<file path="src/hw/rtl/exhaustive_knn_search_unit_defines.svh">
// assertion macros shared by the knn search unit
// no dependencies; empty bodies when SYNTHESIS is defined
`ifndef EXHAUSTIVE_KNN_SEARCH_UNIT_DEFINES_SVH
`define EXHAUSTIVE_KNN_SEARCH_UNIT_DEFINES_SVH
`ifndef SYNTHESIS
// condition must hold on every clock outside reset
`define EKNN_ASSERT_ALWAYS(label, clk, rst, cond) \
   label: assert property (@(posedge clk) disable iff (rst) (cond)) \
      else $error("invariant violated");
// antecedent implies consequent in the same cycle
`define EKNN_ASSERT_IMPLIES(label, clk, rst, ante, cons) \
   label: assert property (@(posedge clk) disable iff (rst) (ante) |-> (cons)) \
      else $error("implication violated");
// condition checked on every clock, reset included
`define EKNN_ASSERT_RAW(label, clk, ante, cons) \
   label: assert property (@(posedge clk) (ante) |-> (cons)) \
      else $error("check violated");
`else
`define EKNN_ASSERT_ALWAYS(label, clk, rst, cond)
`define EKNN_ASSERT_IMPLIES(label, clk, rst, ante, cons)
`define EKNN_ASSERT_RAW(label, clk, ante, cons)
`endif
`endif

</file>
<file path="src/hw/rtl/eknn_fifo.sv">
// small register fifo used for the operation and result queues
// no dependencies
`timescale 1ns / 1ps
module eknn_fifo #(
   parameter int WIDTH = 8,
   parameter int DEPTH = 4
) (
   input  logic             clock,
   input  logic             reset,
   input  logic             push,
   input  logic [WIDTH-1:0] push_data,
   output logic             full,
   input  logic             pop,
   output logic [WIDTH-1:0] pop_data,
   output logic             empty
);
   localparam int AW = (DEPTH > 1) ? $clog2(DEPTH) : 1;

   logic [WIDTH-1:0] slot_ff [DEPTH];
   logic [AW-1:0]    wr_ptr_ff, wr_ptr_in;
   logic [AW-1:0]    rd_ptr_ff, rd_ptr_in;
   logic [AW:0]      count_ff, count_in;
   logic             do_push, do_pop;

   assign full     = (int'(count_ff) == DEPTH);
   assign empty    = (count_ff == '0);
   assign do_push  = push && !full;
   assign do_pop   = pop && !empty;
   assign pop_data = slot_ff[rd_ptr_ff];

   // pointer and count update
   always_comb begin
      wr_ptr_in = wr_ptr_ff;
      rd_ptr_in = rd_ptr_ff;
      count_in  = count_ff;
      if (do_push) begin
         wr_ptr_in = (int'(wr_ptr_ff) == DEPTH - 1) ? '0 : wr_ptr_ff + 1'b1;
      end
      if (do_pop) begin
         rd_ptr_in = (int'(rd_ptr_ff) == DEPTH - 1) ? '0 : rd_ptr_ff + 1'b1;
      end
      if (do_push && !do_pop) begin
         count_in = count_ff + 1'b1;
      end else if (do_pop && !do_push) begin
         count_in = count_ff - 1'b1;
      end
   end

   always_ff @(posedge clock) begin
      if (reset) begin
         wr_ptr_ff <= '0;
         rd_ptr_ff <= '0;
         count_ff  <= '0;
      end else begin
         wr_ptr_ff <= wr_ptr_in;
         rd_ptr_ff <= rd_ptr_in;
         count_ff  <= count_in;
      end
   end

   // storage
   always_ff @(posedge clock) begin
      if (do_push) begin
         slot_ff[wr_ptr_ff] <= push_data;
      end
   end

endmodule

</file>
<file path="config.mk">
export PLATFORM = sky130hd
export DESIGN_NAME = eknn_fifo
export DESIGN_NICKNAME = d
export VERILOG_FILES = /design/src/hw/rtl/exhaustive_knn_search_unit_defines.svh /design/src/hw/rtl/eknn_fifo.sv
export SDC_FILE = /design/constraint.sdc
export NUM_CORES = 1
export LEC_CHECK = 0
export BUFFER_PORTS_ARGS = -buffer_cell sky130_fd_sc_hd__buf_2
export CAP_MARGIN = 25
export CORE_MARGIN = 2
export CORE_UTILIZATION = 58
export CTS_BUF_LIST = sky130_fd_sc_hd__clkbuf_8
export DETAILED_ROUTE_END_ITERATION = 8
export PLACE_DENSITY_LB_ADDON = 0.2
export SETUP_SLACK_MARGIN = 0.2
export SYNTH_ARGS = -nofsm -noshare
export SYNTH_HDL_FRONTEND = slang
export SYNTH_SLANG_ARGS = --single-unit
</file>
<file path="constraint.sdc">
create_clock -name clock -period 2.87 [get_ports clock]
set_input_delay 0.574 -clock clock [delete_from_list [all_inputs] [get_ports clock]]
set_output_delay 0.574 -clock clock [all_outputs]
set_load 0.02 [all_outputs]
</file>
==> metrics list, run 1 <==
* Kind of path behind the tightest hold check: in2reg
* Maximum frequency from static timing analysis: 425 MHz
- The first global-routing pass estimated 3.90 mm of wire.
* CP cell instances: or3b_1 > clkinv_4 > nor2_2 > ha_1 > inv_1 > fa_1 > xor2_1 > or3_2 > a21oi_1
- Wire length the detailed router placed on met1: 983 um
* Register bit count reported by yosys: 41
* Cts repair resizes: 0
* Power density cells: 881 nW/um^2
* Count of final hold-check violations: 0
- Run status: finished, final reports clean
- Dividing the synthesized area by the synthesized cell count gives 17.9 um^2.
- Placed wire-length estimate after detailed placement: 1.79 mm
- Setup violations remaining at the end of the flow were counted as 0.
* Initial DRC count: 25
- The die covers 3280 um^2.
- Worst Setup End Kind: flip-flop
- On the final layout, the worst clock skew is 8.63 ps.
- Via count of the first global-routing pass: 834
- Final-report max-slew violation count: 0
- In the detailed route, the total length drawn on met2 is 1.35 mm.
- Number of antenna violations at the first check in global routing: 0
- Max stage delay on crit path: 440 ps
- Clock buffer count from CTS: 5
- Count of unique library cells instantiated by Yosys: 26
- Entering global routing, the biggest net connects 14 pins.
* Synth Flop Type: sky130_fd_sc_hd__edfxtp_1
- X dimension of the die: 57.3 um
- Using the TritonRoute via totals, the vias-per-cell ratio works out to 5.69.
- Of the total power, the share spent switching nets is 28.9%.
- Post-route setup TNS: 0 ps
* Count of flip-flops with a built-in enable after synthesis: 32
* Total congestion overflow: 0
- Number of sinks on the clock net: 41
- Slew HR: 64.8%
- Subtracting the final worst setup slack from the clock period gives 2350 ps.
* CTS tree: done
- Cell with the largest stage delay on the worst path: sky130_fd_sc_hd__dfxtp_1
- Global Route Usage Sum: 17.2%
* Hold path depth: 1
* Leak Pwr: 0.705 nW
* Post-CTS repair timing setup buffer count: 0
* Clock latency on the worst-skew pair: 290 ps
- For this configuration, the core starts out at a cell density of 60.2%.
* Layout cell share with drive strength beyond 1: 38.5%
* Placer's final routability congestion estimate: 0.709
- The final layout contains routed wiring with a total length of 2.47 mm.
- The total area inside the core boundary comes to 2730 um^2.
* Clock transition at the registers of the reported paths: 80 ps
- Yosys warns: 0
- Count of mapped cells out of synthesis: 92
- Net Count, Synth: 111
* Post-Route Hold Slack: 497 ps
- CP Data Arrival Time: 2570 ps
* Post-layout net count: 135
- VDD sags by at most 0.690 mV.
- Of all nets on the critical path, the largest fanout is 7.
* Overall via count from detail_route: 842
* Worst reg-to-reg path cell count: 9
* Power share of the clock group: 26.5%
- Number of nets with antenna violations after routing: 0
* CTS H-tree depth: 2
* Worst Max-Slew Pin Slew: 527 ps
- The tree is rooted in a sky130_fd_sc_hd__clkbuf_8.
- Topmost layer with routed signal wires: met4
- For this run, design rule violations remaining after detail routing come to 0.
- Req. time, crit path: 3090 ps
- Synthesis-to-finish area growth: 13.8%
* Cell-internal power: 0.00117 W
- Share of total power in combinational logic: 25.3%
* IO Count: 22
- The die is 57.3 um tall.
- Type of origin of the critical path: flip-flop
- The tool flagged a number of max-cap violations equal to 0.
- Counting flops with an async set or reset pin after synthesis yields a share of 0%.
- Total of hold buffers inserted after clock tree synthesis: 0
- Post-synth design cell area: 1650 um^2
- The first detailed-routing pass ran for 4 iterations.
* Antenna cell count: 0
- Setup repair after global routing left no endpoint under its margin.
- Period utilisation layout: 81.9%
- Number of cell rows: 19
* Count of input and output buffers: 21
- Dividing the detail-routed wire length by the instance count gives 16.7 um.
* Routed wl met3: 125 um
- Largest buffer count on any clock path: 2
* Worst setup path class: reg2reg
- Switching Power: 0.000477 W
* Seq/Total Area, Yosys: 69.4%
- Registers are responsible for 48.3% of the overall power.
==> critical path: cells and delay by family (launching register included) <==
family,cells,cell delay [ps]
AOI/OAI and AO/OA,1,140
buffers and inverters,2,140
xor gates and xnor gates,1,160
DFF,1,440
and+or+nand+nor,3,840
adders and majority gates,2,560
==> final cells by class <==
type / count / area (um^2)
timing repair buffer: 21 / 105
clock buffer: 5 / 68.8
fill: 186 / 861
clock inverter: 3 / 38.8
multi-input combinational: 42 / 457
inverter: 5 / 23.8
tap: 31 / 38.8
sequential: 41 / 1140
==> Yosys cell counts, drive strengths merged, types with 2 or more instances <==
master | instances | area (um^2)
mux2i | 2 | 20.0
ha | 6 | 75.1
o21ai | 2 | 10.0
edfxtp | 32 | 961
o31ai | 2 | 25.0
nor2 | 4 | 17.5
mux4 | 8 | 180
nor3 | 2 | 10.0
buf | 3 | 20.0
nand3 | 2 | 10.0
inv | 4 | 15.0
xor2 | 2 | 17.5
a21oi | 3 | 15.0
dfxtp | 9 | 180
and3 | 4 | 30.0
or3 | 2 | 13.8
==> layer usage <==
layer	up-vias	track usage, %
met4	0	6.98
li1	399	-
met2	20	29.1
met3	2	7.94
met1	421	18.8
met5	-	0
==> worst paths after layout <==
check / start / endpoint / slack [ps]
hold reg to reg: rd_ptr_ff[0] / rd_ptr_ff[0] / 510
setup / recovery: count_ff[0] / count_ff[2] / 520
setup reg to reg: count_ff[0] / count_ff[2] / 520
hold / removal: push_data[3] / slot_ff[0][3] / 500
==> cell usage in the layout, fill, tap and decap left out, types with 2 or more instances in the layout <==
cell type                  count
sky130_fd_sc_hd__a21oi_1       3
sky130_fd_sc_hd__and3_2        4
sky130_fd_sc_hd__buf_2        21
sky130_fd_sc_hd__clkbuf_8      5
sky130_fd_sc_hd__dfxtp_1       9
sky130_fd_sc_hd__edfxtp_1     32
sky130_fd_sc_hd__ha_1          6
sky130_fd_sc_hd__inv_1         5
sky130_fd_sc_hd__mux2i_1       2
sky130_fd_sc_hd__mux4_2        8
sky130_fd_sc_hd__nand3_1       2
sky130_fd_sc_hd__nor2_1        3
sky130_fd_sc_hd__nor3_1        2
sky130_fd_sc_hd__o31ai_2       2
sky130_fd_sc_hd__xor2_1        2
==> power by group through the flow <==
stage / clock network, W / registers [W] / logic [W]
final: 0.000437 / 0.000796 / 0.000417
after global routing: 0.000478 / 0.000809 / 0.000453
after CTS: 0.000446 / 0.000799 / 0.000423
after detailed placement: 0 / 0.000812 / 0.000420
after global placement: 0 / 0.000807 / 0.000409
after floorplan: 0 / 0.000769 / 0.000348
==> flip-flops by register name, summed over array words and instances, names as in the netlist, named ones only <==
| register | flops |
|---|---|
| wr_ptr_ff | 2 |
| slot_ff | 32 |
| count_ff | 3 |
| rd_ptr_ff | 2 |
==> metrics by stage <==
stage	total power (W)	worst slack, ps	std cells	area, um^2	utilization, %
after global routing	0.00174	414	148	1870	68.5
after global placement	0.00122	609	140	1770	64.6
after floorplan	0.00112	676	92	1650	-
after CTS	0.00167	506	148	1870	68.5
after detailed placement	0.00123	509	140	1770	64.6
final	0.00165	520	148	1870	68.5
==> kinds of logic (layout without fill, tap and decap cells) <==
group / Yosys count / after routing / synth area share (%)
buffers and inverters: 9 / 34 / 2.89
adder cells (fa/ha/maj): 7 / 7 / 5.78
AND/OR/NAND/NOR: 16 / 16 / 5.70
multiplexers: 10 / 10 / 12.2
flip-flops: 41 / 41 / 69.4
XOR/XNOR: 2 / 2 / 1.06
AO/OA/AOI/OAI: 7 / 7 / 3.04
Note: power is estimated with default switching activity, not from simulation.
==> run 2: changes to the inputs <==
ABC_AREA = 1   (was unset)
CORE_UTILIZATION = 59   (was 58)
clock period = 2.3 ns   (was 2.87 ns; I/O delays follow)
==> metrics list, run 2 <==
* Register bit count reported by yosys: 41 (unchanged)
* Req. time, crit path: 1840 ps (-1250 ps)
- Global Route Usage Sum: 18.1% (+0.89 points)
* Post-layout net count: 197 (+46%)
* Height of the die: 57.6 um (+0.64%)
- The path class of the tightest hold or removal check is in2reg.
- The number of buffers inserted during clock tree synthesis came to 5 (unchanged).
- Post-CTS repair timing setup buffer count: 0 (unchanged)
- The number of flops mapped to enable cells by yosys is 32 (unchanged).
- Slew HR: 78.5% (+14 points)
- Largest register by flop count: slot_ff
* Number of cell rows: 19 (unchanged)
- The largest vdd supply drop came to 0.930 mV (+35%).
- The worst path uses 83.1% of the clock period.
- The buffer depth of the longest clock path came to 2 (unchanged).
- The overall die area was 3320 um^2 (+1.3%).
- The signal arrival time at the worst endpoint is 1450 ps (-1120 ps).
* Core footprint: 2730 um^2 (unchanged)
- The total placed cells including tap cells is 202 (+44%).
* Largest cells by area after synthesis: sky130_fd_sc_hd__edfxtp_1, sky130_fd_sc_hd__dfxtp_1, sky130_fd_sc_hd__nor2_1, sky130_fd_sc_hd__ha_1, sky130_fd_sc_hd__o21ai_0
* Overall via count from detail_route: 1085 (+29%)
- Starting Density: 62.1% (+1.9 points)
- The pin count of the biggest net entering global routing is 17 (+3).
- Post-layout min period: 1910 ps
* CP cell instances: buf_4 > o21ai_0 > o22ai_1 > buf_2
- The post-route core utilization was 70.9% (+2.4 points).
* Final-report max-slew violation count: 0 (unchanged)
* Flip-flop count of the largest register, all copies and words added: 32 (unchanged)
- Worst Setup End Kind: output port
* Number of buffer and inverter instances along the worst setup path: 2 (unchanged)
- Synthesis-to-finish area growth: 14.2%
* Average size of a mapped cell: 11.5 um^2 (-35%)
- CTS tree: done
* Number of sinks on the clock net: 41 (unchanged)
* X dimension of the die: 57.6 um (+0.64%)
- On the critical path, the stage with the largest delay is an instance of sky130_fd_sc_hd__dfxtp_1.
- Max cap viols: 0 (unchanged)
- Sorting the synthesized cells by how often they occur yields sky130_fd_sc_hd__nor2_1, sky130_fd_sc_hd__edfxtp_1, sky130_fd_sc_hd__inv_1.
- Commonest cells after routing, fill and taps aside: sky130_fd_sc_hd__nor2_1, sky130_fd_sc_hd__edfxtp_1, sky130_fd_sc_hd__buf_2
* Worst slack at placement: 450 ps (-59.0 ps)
* Run status: finished, final reports clean
- Number of nets with antenna violations after routing: 0 (unchanged)
* Most common cell after layout, fill and taps aside: sky130_fd_sc_hd__nor2_1
- Non-filler cells in the finished layout: 210 (+42%)
- Leak Pwr: 0.808 nW (+15%)
* Count of input and output buffers: 21 (unchanged)
* Layout cell share with drive strength beyond 1: 21.2% (-17 points)
- The worst-case setup margin in the final layout was 389 ps (-131 ps).
- Count of final hold-check violations: 0 (unchanged)
- The count of endpoints failing setup in the final report is 0 (unchanged).
- Placer's final routability congestion estimate: 0.694 (-2.1%)
- The portion of the post-synthesis area used by sequential elements is 67.3% (-2.1 points).
- Broken down by cell family, the worst path's largest delay share belongs to flip-flops.
* Most common cell in the netlist: sky130_fd_sc_hd__nor2_1
- Maximum clock skew at final layout: 5.70 ps (-2.93 ps)
- The post-route DRC violation count came to 0 (unchanged).
- The worst-margin pin slew came to 322 ps (-206 ps).
- Proportion of netlist area held by the largest area contributor: 56.6% (-1.8 points)
* Cell type with the highest aggregate area in the netlist: sky130_fd_sc_hd__edfxtp_1
* Post-synth design cell area: 1700 um^2 (+3.1%)
- Registers with the highest flip-flop counts: slot_ff x32, count_ff x3
* Count of unique library cells instantiated by Yosys: 19 (-27%)
- Detailed-routing iteration count for the pre-antenna-repair pass: 4 (unchanged)
- The count of antenna diodes in the layout came to 0 (unchanged).
- Power density cells: 1120 nW/um^2 (+28%)
- The maximum level of the CTS H-tree was 2 (unchanged).
- STA classifies the critical path startpoint as a flip-flop.
- Net Count, Synth: 166 (+50%)
* Post-route setup TNS: 0 ps (unchanged)
* Synth Flop Type: sky130_fd_sc_hd__edfxtp_1
- The worst-skew pair later-pin latency is 280 ps (about the same).
- The number of global-route vias before repair is 1053 (+26%).
* Yosys warns: 0 (unchanged)
- Setup repair after global routing missed its margin: false
* Placed wire-length estimate after detailed placement: 1.98 mm (+10%)
- Clock transition at the registers of the reported paths: 70 ps (about the same)
* Worst setup path class: reg2out
- Based on the critical path, the design can be clocked at up to 523 MHz.
- The maximum net fanout on the critical path is 11 (+4).
* Total congestion overflow: 0 (unchanged)
- Count of mapped cells out of synthesis: 147 (+60%)
* Via density per instance: 5.17 (-9.2%)
- The share of synthesized flip-flops with an asynchronous set or reset was 0% (unchanged).
- The biggest cell delay along the critical path was 470 ps (+30 ps).
* DR WL/cell: 13.1 um (-22%)
* Master cell of the clock root buffer: sky130_fd_sc_hd__clkbuf_8
- Cts repair resizes: 0 (unchanged)
- The number of DRC markers in iteration 0 came to 29 (+16%).
- The number of top-level pins is 22 (unchanged).
* Number of antenna violations at the first check in global routing: 0 (unchanged)
* Wire length reported by the detailed router: 2.75 mm (+11%)
* First-pass GRT wire length: 4.39 mm (+13%)
- Total of hold buffers inserted after clock tree synthesis: 0 (unchanged)
## run 2: changes by cell type in the layout (fill, tap and decap cells not counted), sizes merged, moves of 4 or more
cell	previous run	this run
and3	4	0
buf	21	26
inv	5	19
mux4	8	0
nand2	1	14
nor2	4	33
o21ai	2	17
o22ai	0	8
## run 2: area by class of cell
| type | count | area (um^2) |
|---|---|---|
| clock buffer | 5 | 68.8 |
| multi-input combinational | 86 | 465 |
| inverter | 18 | 67.6 |
| tap | 31 | 38.8 |
| clock inverter | 3 | 13.8 |
| sequential | 41 | 1140 |
| fill | 198 | 796 |
| timing repair buffer | 26 | 143 |
## run 2: worst paths after layout
| check | start | end | slack, ps | cells past startpoint |
|---|---|---|---|---|
| max | flip-flop | pop_data[7] | 390 | 4 |
| min | reset | count_ff[0] | 350 | 2 |
| max reg2reg | count_ff[0] | count_ff[1] | 440 | 9 |
| min reg2reg | rd_ptr_ff[1] | rd_ptr_ff[1] | 530 | 2 |
## run 2: report_power, final
group	switching [W]	internal (W)	leakage, nW
registers	0.0000784	0.000919	0.368
logic	0.000489	0.000272	0.391
clock network	0.000216	0.000205	0.0491
total	0.000784	0.00140	0.808
## run 2: cell families (layout without fill, tap and decap cells)
logic type	Yosys count	count (layout)	share of synthesized area, %
buf+inv	20	52	5.31
fa+ha+maj	7	7	5.60
simple gates	51	51	12.1
compound gates	27	27	9.22
xor+xnor	1	1	0.516
flops	41	41	67.3
## run 2: routing by layer
layer	wire (um)	track usage, %	part of all wire (%)	vias to the layer above
met5	0	0	0	-
met4	14	6.31	0.51	0
met3	117	5.13	4.3	2
met2	1480	33.9	54	25
met1	1130	19.1	41	498
li1	-	-	-	560
## run 2: metrics by stage
stage | hold slack, ps | cell area, um^2 | power (W)
floorplan | 483 | 1700 | 0.00155
global placement | 510 | 1860 | 0.00174
detailed placement | 532 | 1860 | 0.00178
CTS | 340 | 1940 | 0.00221
global route | 342 | 1940 | 0.00233
finish | 345 | 1940 | 0.00218
