**src/hw/rtl/exhaustive_knn_search_unit_defines.svh**
```systemverilog
// assertion macros shared by the knn search unit
// no dependencies; empty bodies when SYNTHESIS is defined
`ifndef EXHAUSTIVE_KNN_SEARCH_UNIT_DEFINES_SVH
`define EXHAUSTIVE_KNN_SEARCH_UNIT_DEFINES_SVH
`ifndef SYNTHESIS
// condition must hold on every clock outside reset
`define EKNN_ASSERT_ALWAYS(label, clk, rst, cond) \
   label: assert property (@(posedge clk) disable iff (rst) (cond)) \
      else $error("invariant violated");
// antecedent implies consequent in the same cycle
`define EKNN_ASSERT_IMPLIES(label, clk, rst, ante, cons) \
   label: assert property (@(posedge clk) disable iff (rst) (ante) |-> (cons)) \
      else $error("implication violated");
// condition checked on every clock, reset included
`define EKNN_ASSERT_RAW(label, clk, ante, cons) \
   label: assert property (@(posedge clk) (ante) |-> (cons)) \
      else $error("check violated");
`else
`define EKNN_ASSERT_ALWAYS(label, clk, rst, cond)
`define EKNN_ASSERT_IMPLIES(label, clk, rst, ante, cons)
`define EKNN_ASSERT_RAW(label, clk, ante, cons)
`endif
`endif

```
**src/hw/rtl/eknn_pkg.sv**
```systemverilog
// types and constants of the knn search unit
// no dependencies
`timescale 1ns / 1ps
package eknn_pkg;

   localparam int COORD_BITS  = 16;
   localparam int CMD_W       = 2;
   localparam int COMP_W      = 7;
   localparam int STATUS_W    = 2;
   localparam int RANK_W      = 4;
   localparam int INDEX_W     = 8;
   localparam int DIST_W      = 20;
   localparam int ENTRY_MAX_W = 16;
   localparam int COUNT_MAX_W = 17;

   // commands
   localparam logic [CMD_W-1:0] CMD_INSERT = 2'd0;
   localparam logic [CMD_W-1:0] CMD_QUERY  = 2'd1;
   localparam logic [CMD_W-1:0] CMD_CLEAR  = 2'd2;

   // result status codes
   localparam logic [STATUS_W-1:0] ST_NEIGHBOUR = 2'd0;
   localparam logic [STATUS_W-1:0] ST_INS_OK    = 2'd1;
   localparam logic [STATUS_W-1:0] ST_INS_FULL  = 2'd2;
   localparam logic [STATUS_W-1:0] ST_EMPTY     = 2'd3;

   // register indexes and reset values
   localparam logic REG_DIMS  = 1'b0;
   localparam logic REG_NEIGH = 1'b1;
   localparam logic [7:0] DIMS_RESET  = 8'd128;
   localparam logic [4:0] NEIGH_RESET = 5'd10;

   typedef enum logic [2:0] {
      ACT_NONE,
      ACT_INS_OK,
      ACT_INS_FULL,
      ACT_QUERY,
      ACT_QRY_EMPTY
   } action_type;

   typedef struct packed {
      logic [CMD_W-1:0]             command;
      logic [COMP_W-1:0]            component;
      logic signed [COORD_BITS-1:0] coordinate;
   } req_type;

   typedef struct packed {
      logic [STATUS_W-1:0] status;
      logic [RANK_W-1:0]   rank;
      logic [INDEX_W-1:0]  entry_index;
      logic [DIST_W-1:0]   distance;
      logic                last;
   } rsp_type;

   // one operation from the front to the back
   typedef struct packed {
      logic                         wr_vec;
      logic                         wr_qry;
      action_type                   act;
      logic [ENTRY_MAX_W-1:0]       entry;
      logic [COUNT_MAX_W-1:0]       count;
      logic [COMP_W-1:0]            comp;
      logic signed [COORD_BITS-1:0] coord;
   } op_type;

endpackage

```
**src/hw/rtl/eknn_front.sv**
```systemverilog
// front end: accepts beats, tracks the entry count, turns beats into operations
// depends on eknn_pkg
`timescale 1ns / 1ps
module eknn_front #(
   parameter int MAX_ENTRIES = 256,
   parameter int MAX_DIMS    = 128,
   parameter int DIMW        = 8,
   parameter int CNTW        = 9
) (
   input  logic               clock,
   input  logic               reset,
   input  logic               req_push,
   input  eknn_pkg::req_type  req_data,
   output logic               req_full,
   input  logic [DIMW-1:0]    dims,
   output logic               op_push,
   output eknn_pkg::op_type   op,
   input  logic               op_full,
   output logic [CNTW-1:0]    entry_count
);
   logic [CNTW-1:0] entry_count_ff, entry_count_in;
   logic            accept, commit, in_range, store_full, useful;

   assign accept      = req_push && !op_full;
   assign req_full    = op_full;
   assign entry_count = entry_count_ff;

   assign commit     = (int'(req_data.component) == int'(dims) - 1);
   assign in_range   = (int'(req_data.component) < MAX_DIMS);
   assign store_full = (int'(entry_count_ff) >= MAX_ENTRIES);

   // classify the beat
   always_comb begin
      op        = '0;
      op.act    = eknn_pkg::ACT_NONE;
      op.entry  = eknn_pkg::ENTRY_MAX_W'(entry_count_ff);
      op.count  = eknn_pkg::COUNT_MAX_W'(entry_count_ff);
      op.comp   = req_data.component;
      op.coord  = req_data.coordinate;
      entry_count_in = entry_count_ff;
      case (req_data.command)
         eknn_pkg::CMD_INSERT: begin
            op.wr_vec = !store_full && in_range;
            if (commit) begin
               if (store_full) begin
                  op.act = eknn_pkg::ACT_INS_FULL;
               end else begin
                  op.act = eknn_pkg::ACT_INS_OK;
                  entry_count_in = entry_count_ff + 1'b1;
               end
            end
         end
         eknn_pkg::CMD_QUERY: begin
            op.wr_qry = in_range;
            if (commit) begin
               op.act = (entry_count_ff == '0) ? eknn_pkg::ACT_QRY_EMPTY
                                               : eknn_pkg::ACT_QUERY;
            end
         end
         eknn_pkg::CMD_CLEAR: begin
            entry_count_in = '0;
         end
         default: begin
         end
      endcase
   end

   assign useful  = op.wr_vec || op.wr_qry || (op.act != eknn_pkg::ACT_NONE);
   assign op_push = accept && useful;

   always_ff @(posedge clock) begin
      if (reset) begin
         entry_count_ff <= '0;
      end else if (accept) begin
         entry_count_ff <= entry_count_in;
      end
   end

endmodule

```
**config.mk**
```make
export PLATFORM = sky130hd
export DESIGN_NAME = eknn_front
export DESIGN_NICKNAME = d
export VERILOG_FILES = /design/src/hw/rtl/exhaustive_knn_search_unit_defines.svh /design/src/hw/rtl/eknn_pkg.sv /design/src/hw/rtl/eknn_front.sv
export SDC_FILE = /design/constraint.sdc
export NUM_CORES = 1
export LEC_CHECK = 0
export ABC_AREA = 1
export ABC_CLOCK_PERIOD_IN_PS = 4000
export BUFFER_PORTS_ARGS = -buffer_cell sky130_fd_sc_hd__buf_2
export CORE_MARGIN = 2
export CORE_UTILIZATION = 39
export DETAILED_ROUTE_END_ITERATION = 8
export GPL_TIMING_DRIVEN = 0
export PLACE_DENSITY = 0.87
export REMOVE_ABC_BUFFERS = 1
export SLEW_MARGIN = 20
export SYNTH_ARGS = -nofsm -noshare
export SYNTH_HDL_FRONTEND = slang
export SYNTH_SLANG_ARGS = --single-unit
```
**constraint.sdc**
```tcl
create_clock -name clock -period 4 [get_ports clock]
set_input_delay 0.4 -clock clock [delete_from_list [all_inputs] [get_ports clock]]
set_output_delay 0.4 -clock clock [all_outputs]
set_load 0.05 [all_outputs]
```
==> results of run 1 <==
-- power by group through the flow --
stage               clock (uW)  sequential [uW]  combinational, uW
finish                     105             92.8                140
global route               114             93.0                152
CTS                        108             92.8                140
detailed placement           0             94.4                140
global placement             0             94.4                138
floorplan                    0              106               81.4
-- through the flow --
| step | power, uW | utilization | std cells | setup slack (ns) | hold slack, ns |
|---|---|---|---|---|---|
| 6_report | 338 | 0.408 | 307 | 1.61 | 0.456 |
| 5_1_grt | 359 | 0.408 | 307 | 1.40 | 0.470 |
| 4_1_cts | 341 | 0.408 | 307 | 1.59 | 0.455 |
| 3_5_place_dp | 234 | 0.396 | 303 | 1.59 | 0.523 |
| 3_3_place_gp | 232 | 0.396 | 303 | 1.62 | 0.511 |
| 2_1_floorplan | 187 | - | 194 | 0.563 | 0.469 |
-- final timing paths --
check                               startpoint        endpoint  slack (ns)
worst min-delay path                     reset  entry_count[4]        0.46
worst max-delay path                   dims[0]         op_push        1.61
worst max register to register  entry_count[2]  entry_count[7]        2.40
worst min register to register  entry_count[7]  entry_count[7]        0.53
-- logic make-up after synthesis --
| group | Yosys count | synth area share |
|---|---|---|
| fa+ha+maj | 3 | 0.0260 |
| flops | 9 | 0.125 |
| compound gates | 13 | 0.0589 |
| other cells | 1 | 0.00259 |
| simple gates | 116 | 0.374 |
| buf+inv | 92 | 0.390 |
| xor+xnor | 4 | 0.0242 |
-- placed cells by master (no fill, tap or decap), drive strengths merged, types with 3 or more instances in the layout --
master / instances
clkbuf: 4
ha: 3
nor2: 24
nor3b: 3
dfxtp: 9
a21oi: 9
inv: 34
conb: 15
nand3: 20
nand2: 60
buf: 61
nand4: 4
-- worst register-to-register path: stages, from the launching register on --
cell and delay (ns):
dfxtp_1 0.46, nand3_1 0.14, nor2_1 0.20, nand4_1 0.14, or2_1 0.23, a21oi_1 0.12
nand3_1 0.09, a21oi_1 0.15
-- cell type report --
cell class	instances	area, um^2
timing repair buffer	61	305
tap	48	60.1
clock buffer	4	45.0
sequential	9	180
inverter	34	128
multi-input combinational	151	754
fill	377	2130
-- metal layers --
metal / track usage / vias to the layer above
met3: 0.0972 / 2
met5: 0.0833 / -
met2: 0.222 / 71
li1: - / 710
met1: 0.175 / 580
met4: 0.0293 / 0
==> metrics, run 1 <==
worst hold stages 2; I/O Pins 109; slowest stage cell, crit path ha_1; Die X 64.9 um; wire length on met1 1360 um; Seq pwr share 0.275; fmax 418 MHz; Reg clk slew, reported paths 0.05 ns; max_cap viols 0; Leak 0.000892 uW; worst-case clock buffer depth 2; critical path class in2out; RSZ-0062 raised after global routing no; Critical Path AT 1.99 ns; post-CTS sizing 0; global-route wire length before repair 4950 um; cells after synthesis 238; Wirelength per Cell 10.3 um; Final Cycle Share 0.598; drt pass-1 iters 4; CP top delay family simple AND/OR/NAND/NOR gates; peak supply drop 0.108 mV; ant diodes 0; top_reg_cell synth dfxtp_1; YS warnings 0; largest net degree at the start of global routing 11; DRT antenna net count 0; hold buffer count at CTS 0; crit path capture type output pin; H-tree depth 1; TritonCTS Sinks 9; CTS tree done; Routed WL 3160 um; Final Hold Viols 0; setup bufs post-CTS 0; Initial DRC Count 43; max-slew violations 0; Sum Neg Setup Slack 0 ns; Num CTS Buffers 3; Seq/Total Area, Yosys 0.125; total congestion overflow 0; vias in the first global route 1164; top post-synthesis cells by count buf_4 (58), nand2_1 (57), inv_1 (30); Global Route Usage Sum 0.149; mapped cell area 0.00145 mm^2; GP Congestion 0.804; die area 0.00421 mm^2; DR vias 1363; final instance area 0.00147 mm^2; Avg Inst Size Synth 6.07 um^2; Post-synth EDFFs 0; Most common cell on crit path nand2_1; max layer used met4; CP bufs+invs 6; worst reg2reg path depth 7; placed cell area 0.00143 mm^2; Final Setup Violations 0; Crit path depth 16; Die Ht 64.9 um; WL met2 1340 um; share of cells above drive strength 1 0.313; # nets final 300; vias per cell 4.44; Seq cells post-synth 9; worst path cell trace buf_2 -> inv_2 -> ha_1 -> inv_1 -> nand2_1 -> nand2_1 -> nor2_4 -> nand2_1 -> nor2_2 -> nand3_2 -> inv_1 -> nand4_1 -> nand3_1 -> nand2_1 -> inv_1 -> buf_2; Max stage delay on crit path 0.28 ns; Sw Pwr 145 uW; WL met3 436 um; Distinct cells, synth 27; starting density of the core 0.401; asr flop ratio synth 0; Root Driver clkbuf_8; worst clock skew 0.00367 ns; Core Area 0.00361 mm^2; Largest register FFs 9; clock power share 0.311; post-synth top area share 0.301; P_int 192 uW; PD cells 229 mW/mm^2; PortBufs 61; status complete, no violations; Worst Setup Start Kind input port; FP Rows 22; Clk Latency, worst-skew pair 0.23 ns; combinational power share 0.415; Final HPWL DP 2610 um; top-count cell post-synth buf_4; initial antenna violation count 0; WP data required 3.60 ns; sw frac 0.430; Crit Path Max Fanout 3; Synth-to-Final Area Change 1.90%; Hold Path Class in2reg; DRC viols 0; top cells by area, synth buf_4 (30%), nand2_1 (15%), dfxtp_1 (12%), inv_1 (7.8%), nand3_1 (5.5%); min Tclk post-route 2.39 ns; Synth area leader buf_4
(Power assumes the default switching activity.)
==> run 2, diff against run 1 <==
- ABC_CLOCK_PERIOD_IN_PS: 4000 -> 2190
- CORE_UTILIZATION: 39 -> 37
- clock period: 4 -> 2.19 ns (I/O delays scaled with it)
==> run 2 against run 1 <==
- wire length down 2.8%
- clock skew about the same
- clock power up 89%
- critical endpoint is now op[56]
- largest cell class unchanged
==> metrics, run 2 (synthesized netlist as in run 1, its figures left out) <==
status complete, no violations; post-CTS sizing 0; most frequent cells in the layout buf_2 (59), nand2_1 (57), inv_1 (30); Final HPWL DP 2520 um; worst clock skew 0.00389 ns; Core Area 0.00372 mm^2; ant diodes 0; initial antenna violation count 0; WHS 0.267 ns; vias per cell 4.50; Worst Setup Start Kind register; die area 0.00442 mm^2; H-tree depth 1; I/O Pins 109; CP Launch Point entry_count[0]; PortBufs 61; largest net degree at the start of global routing 11; Cells after DPL 303; register area 180 um^2; Num CTS Buffers 3; worst-case clock buffer depth 2; Wirelength per Cell 9.99 um; GP Congestion 0.831; RR Startpoint entry_count[2]; Final Instance Count excl. Fillers 307; Reg clk slew, reported paths 0.05 ns; critical path class reg2out; min Tclk post-route 2.00 ns; max_cap viols 0; RSZ-0062 raised after global routing no; Leak 0.000889 uW; Critical Path AT 1.78 ns; Initial DRC Count 78; share of cells above drive strength 1 0.317; max-slew violations 0; # nets final 300; Setup WS pre-CTS 0.164 ns; Global Route Usage Sum 0.137; Synth-to-Final Area Change 2.42%; CTS tree done; Die X 66.5 um; Final Hold Viols 0; TritonCTS Sinks 9; crit path capture type output pin; setup bufs post-CTS 0; final setup margin 0.187 ns; Filler cells 387; Hold Startpoint reset; Routed WL 3070 um; Clk Latency, worst-skew pair 0.24 ns; fmax 499 MHz; Hold Path Class in2reg; drt pass-1 iters 4; starting density of the core 0.389; Final Setup Violations 0; total congestion overflow 0; peak supply drop 0.105 mV; Die Ht 66.5 um; FP Rows 22; global-route wire length before repair 4640 um; WP data required 1.97 ns; DRC viols 0; Final Cycle Share 0.914; DRT antenna net count 0; Root Driver clkbuf_8; DR vias 1381; most common cell after layout, fill and taps aside buf_2; Crit Path Max Fanout 6; Sum Neg Setup Slack 0 ns; area of the multi-input gates 757 um^2; vias in the first global route 1037; Largest register FFs 9; PD cells 421 mW/mm^2; hold buffer count at CTS 0
-- run 2: changes by cell type in the layout (fill, tap and decap cells not counted) --
cell / before / now
ha_1: 3 / 2
buf_2: 61 / 59
clkbuf_4: 0 / 2
ha_2: 0 / 1
-- run 2: final timing paths --
check,to,slack (ns),cells past startpoint
setup reg to reg,entry_count[7],0.52,7
setup / recovery,op[56],0.19,9
hold / removal,entry_count[0],0.27,2
hold reg to reg,entry_count[8],0.54,2
-- run 2: per-layer routing --
layer  global-route usage  wire [um]  vias to the layer above
li1                     -          -                      703
met1                0.162       1190                      584
met2                0.196       1380                       86
met3               0.0642        396                        6
met4               0.0689         58                        2
met5               0.0972         47                        -
-- run 2: final cells by class --
type / count / share of cell area
clock buffers: 4 / 0.0304
inverters: 34 / 0.0862
multi-input cells: 151 / 0.511
flip-flops and latches: 9 / 0.122
well taps: 48 / 0.0406
repair buffers: 61 / 0.210
-- run 2: critical path: stages, from the launching register on --
cell and delay [ns]:
dfxtp_1 0.41, inv_1 0.10, ha_1 0.21, nand3_1 0.08, nor3_1 0.05, and2_0 0.14
inv_1 0.07, nand4_1 0.12, o21ai_0 0.09, buf_2 0.28
-- run 2: power breakdown --
| group | internal [uW] | switching, uW |
|---|---|---|
| sequential | 166 | 3.09 |
| combinational | 59.1 | 196 |
| clock | 127 | 70.9 |
| total | 353 | 270 |
-- run 2: per-stage QoR --
step                      power [uW]   util  instance area, um^2
after floorplan                  342      -                 1060
after global placement           424  0.384                 1430
after detailed placement         427  0.384                 1430
after CTS                        626  0.396                 1470
after global routing             663  0.398                 1480
final                            623  0.398                 1480
==> run 3, diff against run 2 <==
- ABC_CLOCK_PERIOD_IN_PS: 2190 -> 1800
- clock period: 2.19 -> 1.8 ns (I/O delays scaled with it)
==> run 3 against run 2 <==
- via count is 3.8% higher
- critical endpoint is now op_push
- power is 28% higher
- global-route usage is 0.81 points higher
- wire length is 10% higher
==> metrics, run 3 (synthesized netlist as in run 1, its figures left out) <==
status complete, no violations; Final HPWL DP 2520 um; FP Rows 22; Die X 66.5 um; P_int 450 uW; PD cells 489 mW/mm^2; WP data required 1.62 ns; Root Driver clkbuf_8; grt met1 use 0.167; PortBufs 61; Leak 0.000933 uW; Hold Path Class in2reg; M3 GR Usage 0.0642; CP bufs+invs 6; Crit Path Max Fanout 3; clock power share 0.302; DR vias 1433; RR Startpoint entry_count[1]; worst-case clock buffer depth 2; TritonCTS Sinks 9; largest net degree at the start of global routing 11; Core Area 0.00372 mm^2; starting density of the core 0.389; Hold Startpoint reset; sw frac 0.434; Routed WL 3380 um; peak supply drop 0.139 mV; Seq pwr share 0.256; overall power 796 uW; Final Cycle Share 0.967; max-slew violations 0; I/O Pins 109; crit path capture type output pin; Initial DRC Count 70; Sw Pwr 346 uW; die area 0.00442 mm^2; Max stage delay on crit path 0.26 ns; hold buffer count at CTS 0; Num CTS Buffers 3; WHS 0.224 ns; Setup WS pre-CTS -0.148 ns; total congestion overflow 0; min Tclk post-route 1.74 ns; Reg clk slew, reported paths 0.05 ns; worst hold stages 2; Worst Setup Start Kind input port; vias in the first global route 1101; worst reg2reg path depth 8; Synth-to-Final Area Change 12.7%; Global Route Usage Sum 0.145; final setup margin 0.0585 ns; H-tree depth 1; Final Hold Viols 0; combinational power share 0.443; most common cell after layout, fill and taps aside buf_2; Wirelength per Cell 10.9 um; DRT antenna net count 0; R2R Setup Slk 0.20 ns; vias per cell 4.61; GP Congestion 0.831; CP top delay family simple AND/OR/NAND/NOR gates; Final Setup Violations 0; slowest stage cell, crit path ha_4; met2 usage in global routing 0.219; R2R Path End entry_count[7]; drt pass-1 iters 4; RSZ-0062 raised after global routing yes; CTS tree done; global-route wire length before repair 4940 um; worst path cell trace buf_8 -> inv_4 -> ha_4 -> inv_2 -> nand2_2 -> nand2_2 -> nor2_4 -> nand2_2 -> nor2_4 -> nand3_4 -> inv_2 -> nand4_1 -> nand3_1 -> nand2_1 -> inv_1 -> buf_6; gr busiest metal met2; worst clock skew 0.00365 ns; Clk Latency, worst-skew pair 0.24 ns; initial antenna violation count 0; DRC viols 0; Most common cell on crit path nand2_2; ant diodes 0; Critical Path AT 1.56 ns; Worst Hold End entry_count[0]; fmax 574 MHz; # nets final 304; share of cells above drive strength 1 0.399; max_cap viols 0; most frequent cells in the layout buf_2 (55), nand2_1 (54), inv_1 (24); Largest register FFs 9; Final Util 0.438; Die Ht 66.5 um; critical path class in2out
[run 3: final cells by class]
type / instances / area, um^2
multi-input combinational: 151 / 820
tap: 48 / 60.1
fill: 375 / 2090
timing repair buffer: 65 / 377
sequential: 9 / 190
inverter: 34 / 138
clock buffer: 4 / 45.0
[run 3: worst max-delay path by stage]
stage | start | endpoint | cells after the start
after CTS | entry_count[1] | op[58] | 8
final | dims[0] | op_push | 16
after global routing | dims[1] | op_push | 16
after detailed placement | dims[0] | op_push | 16
after global placement | dims[0] | op_push | 16
after floorplan | entry_count[8] | op[56] | 3
[run 3: layer usage]
layer  routed length [um]  part of all wire
met5                   47             0.014
met4                   58             0.017
met3                  370              0.11
met2                 1610              0.48
met1                 1300              0.38
[run 3: power groups by stage]
stage | clock network, uW | logic (uW) | registers (uW)
6_report | 240 | 352 | 204
5_1_grt | 263 | 379 | 203
4_1_cts | 245 | 324 | 204
3_5_place_dp | 0 | 310 | 210
3_3_place_gp | 0 | 306 | 210
2_1_floorplan | 0 | 181 | 235
[run 3: timing repair]
action | CTS | global route
gates resized for setup | 17 | 25
setup buffers | 2 | 2
pin swaps | 5 | 12
endpoints found under the setup margin | 4 | 4
[run 3: stage by stage]
step	cell area, um^2	std cells	setup TNS, ns
2_1_floorplan	1060	194	-12.36
3_3_place_gp	1430	303	-0.386
3_5_place_dp	1430	303	-0.473
4_1_cts	1540	309	0
5_1_grt	1630	311	-0.131
6_report	1630	311	0
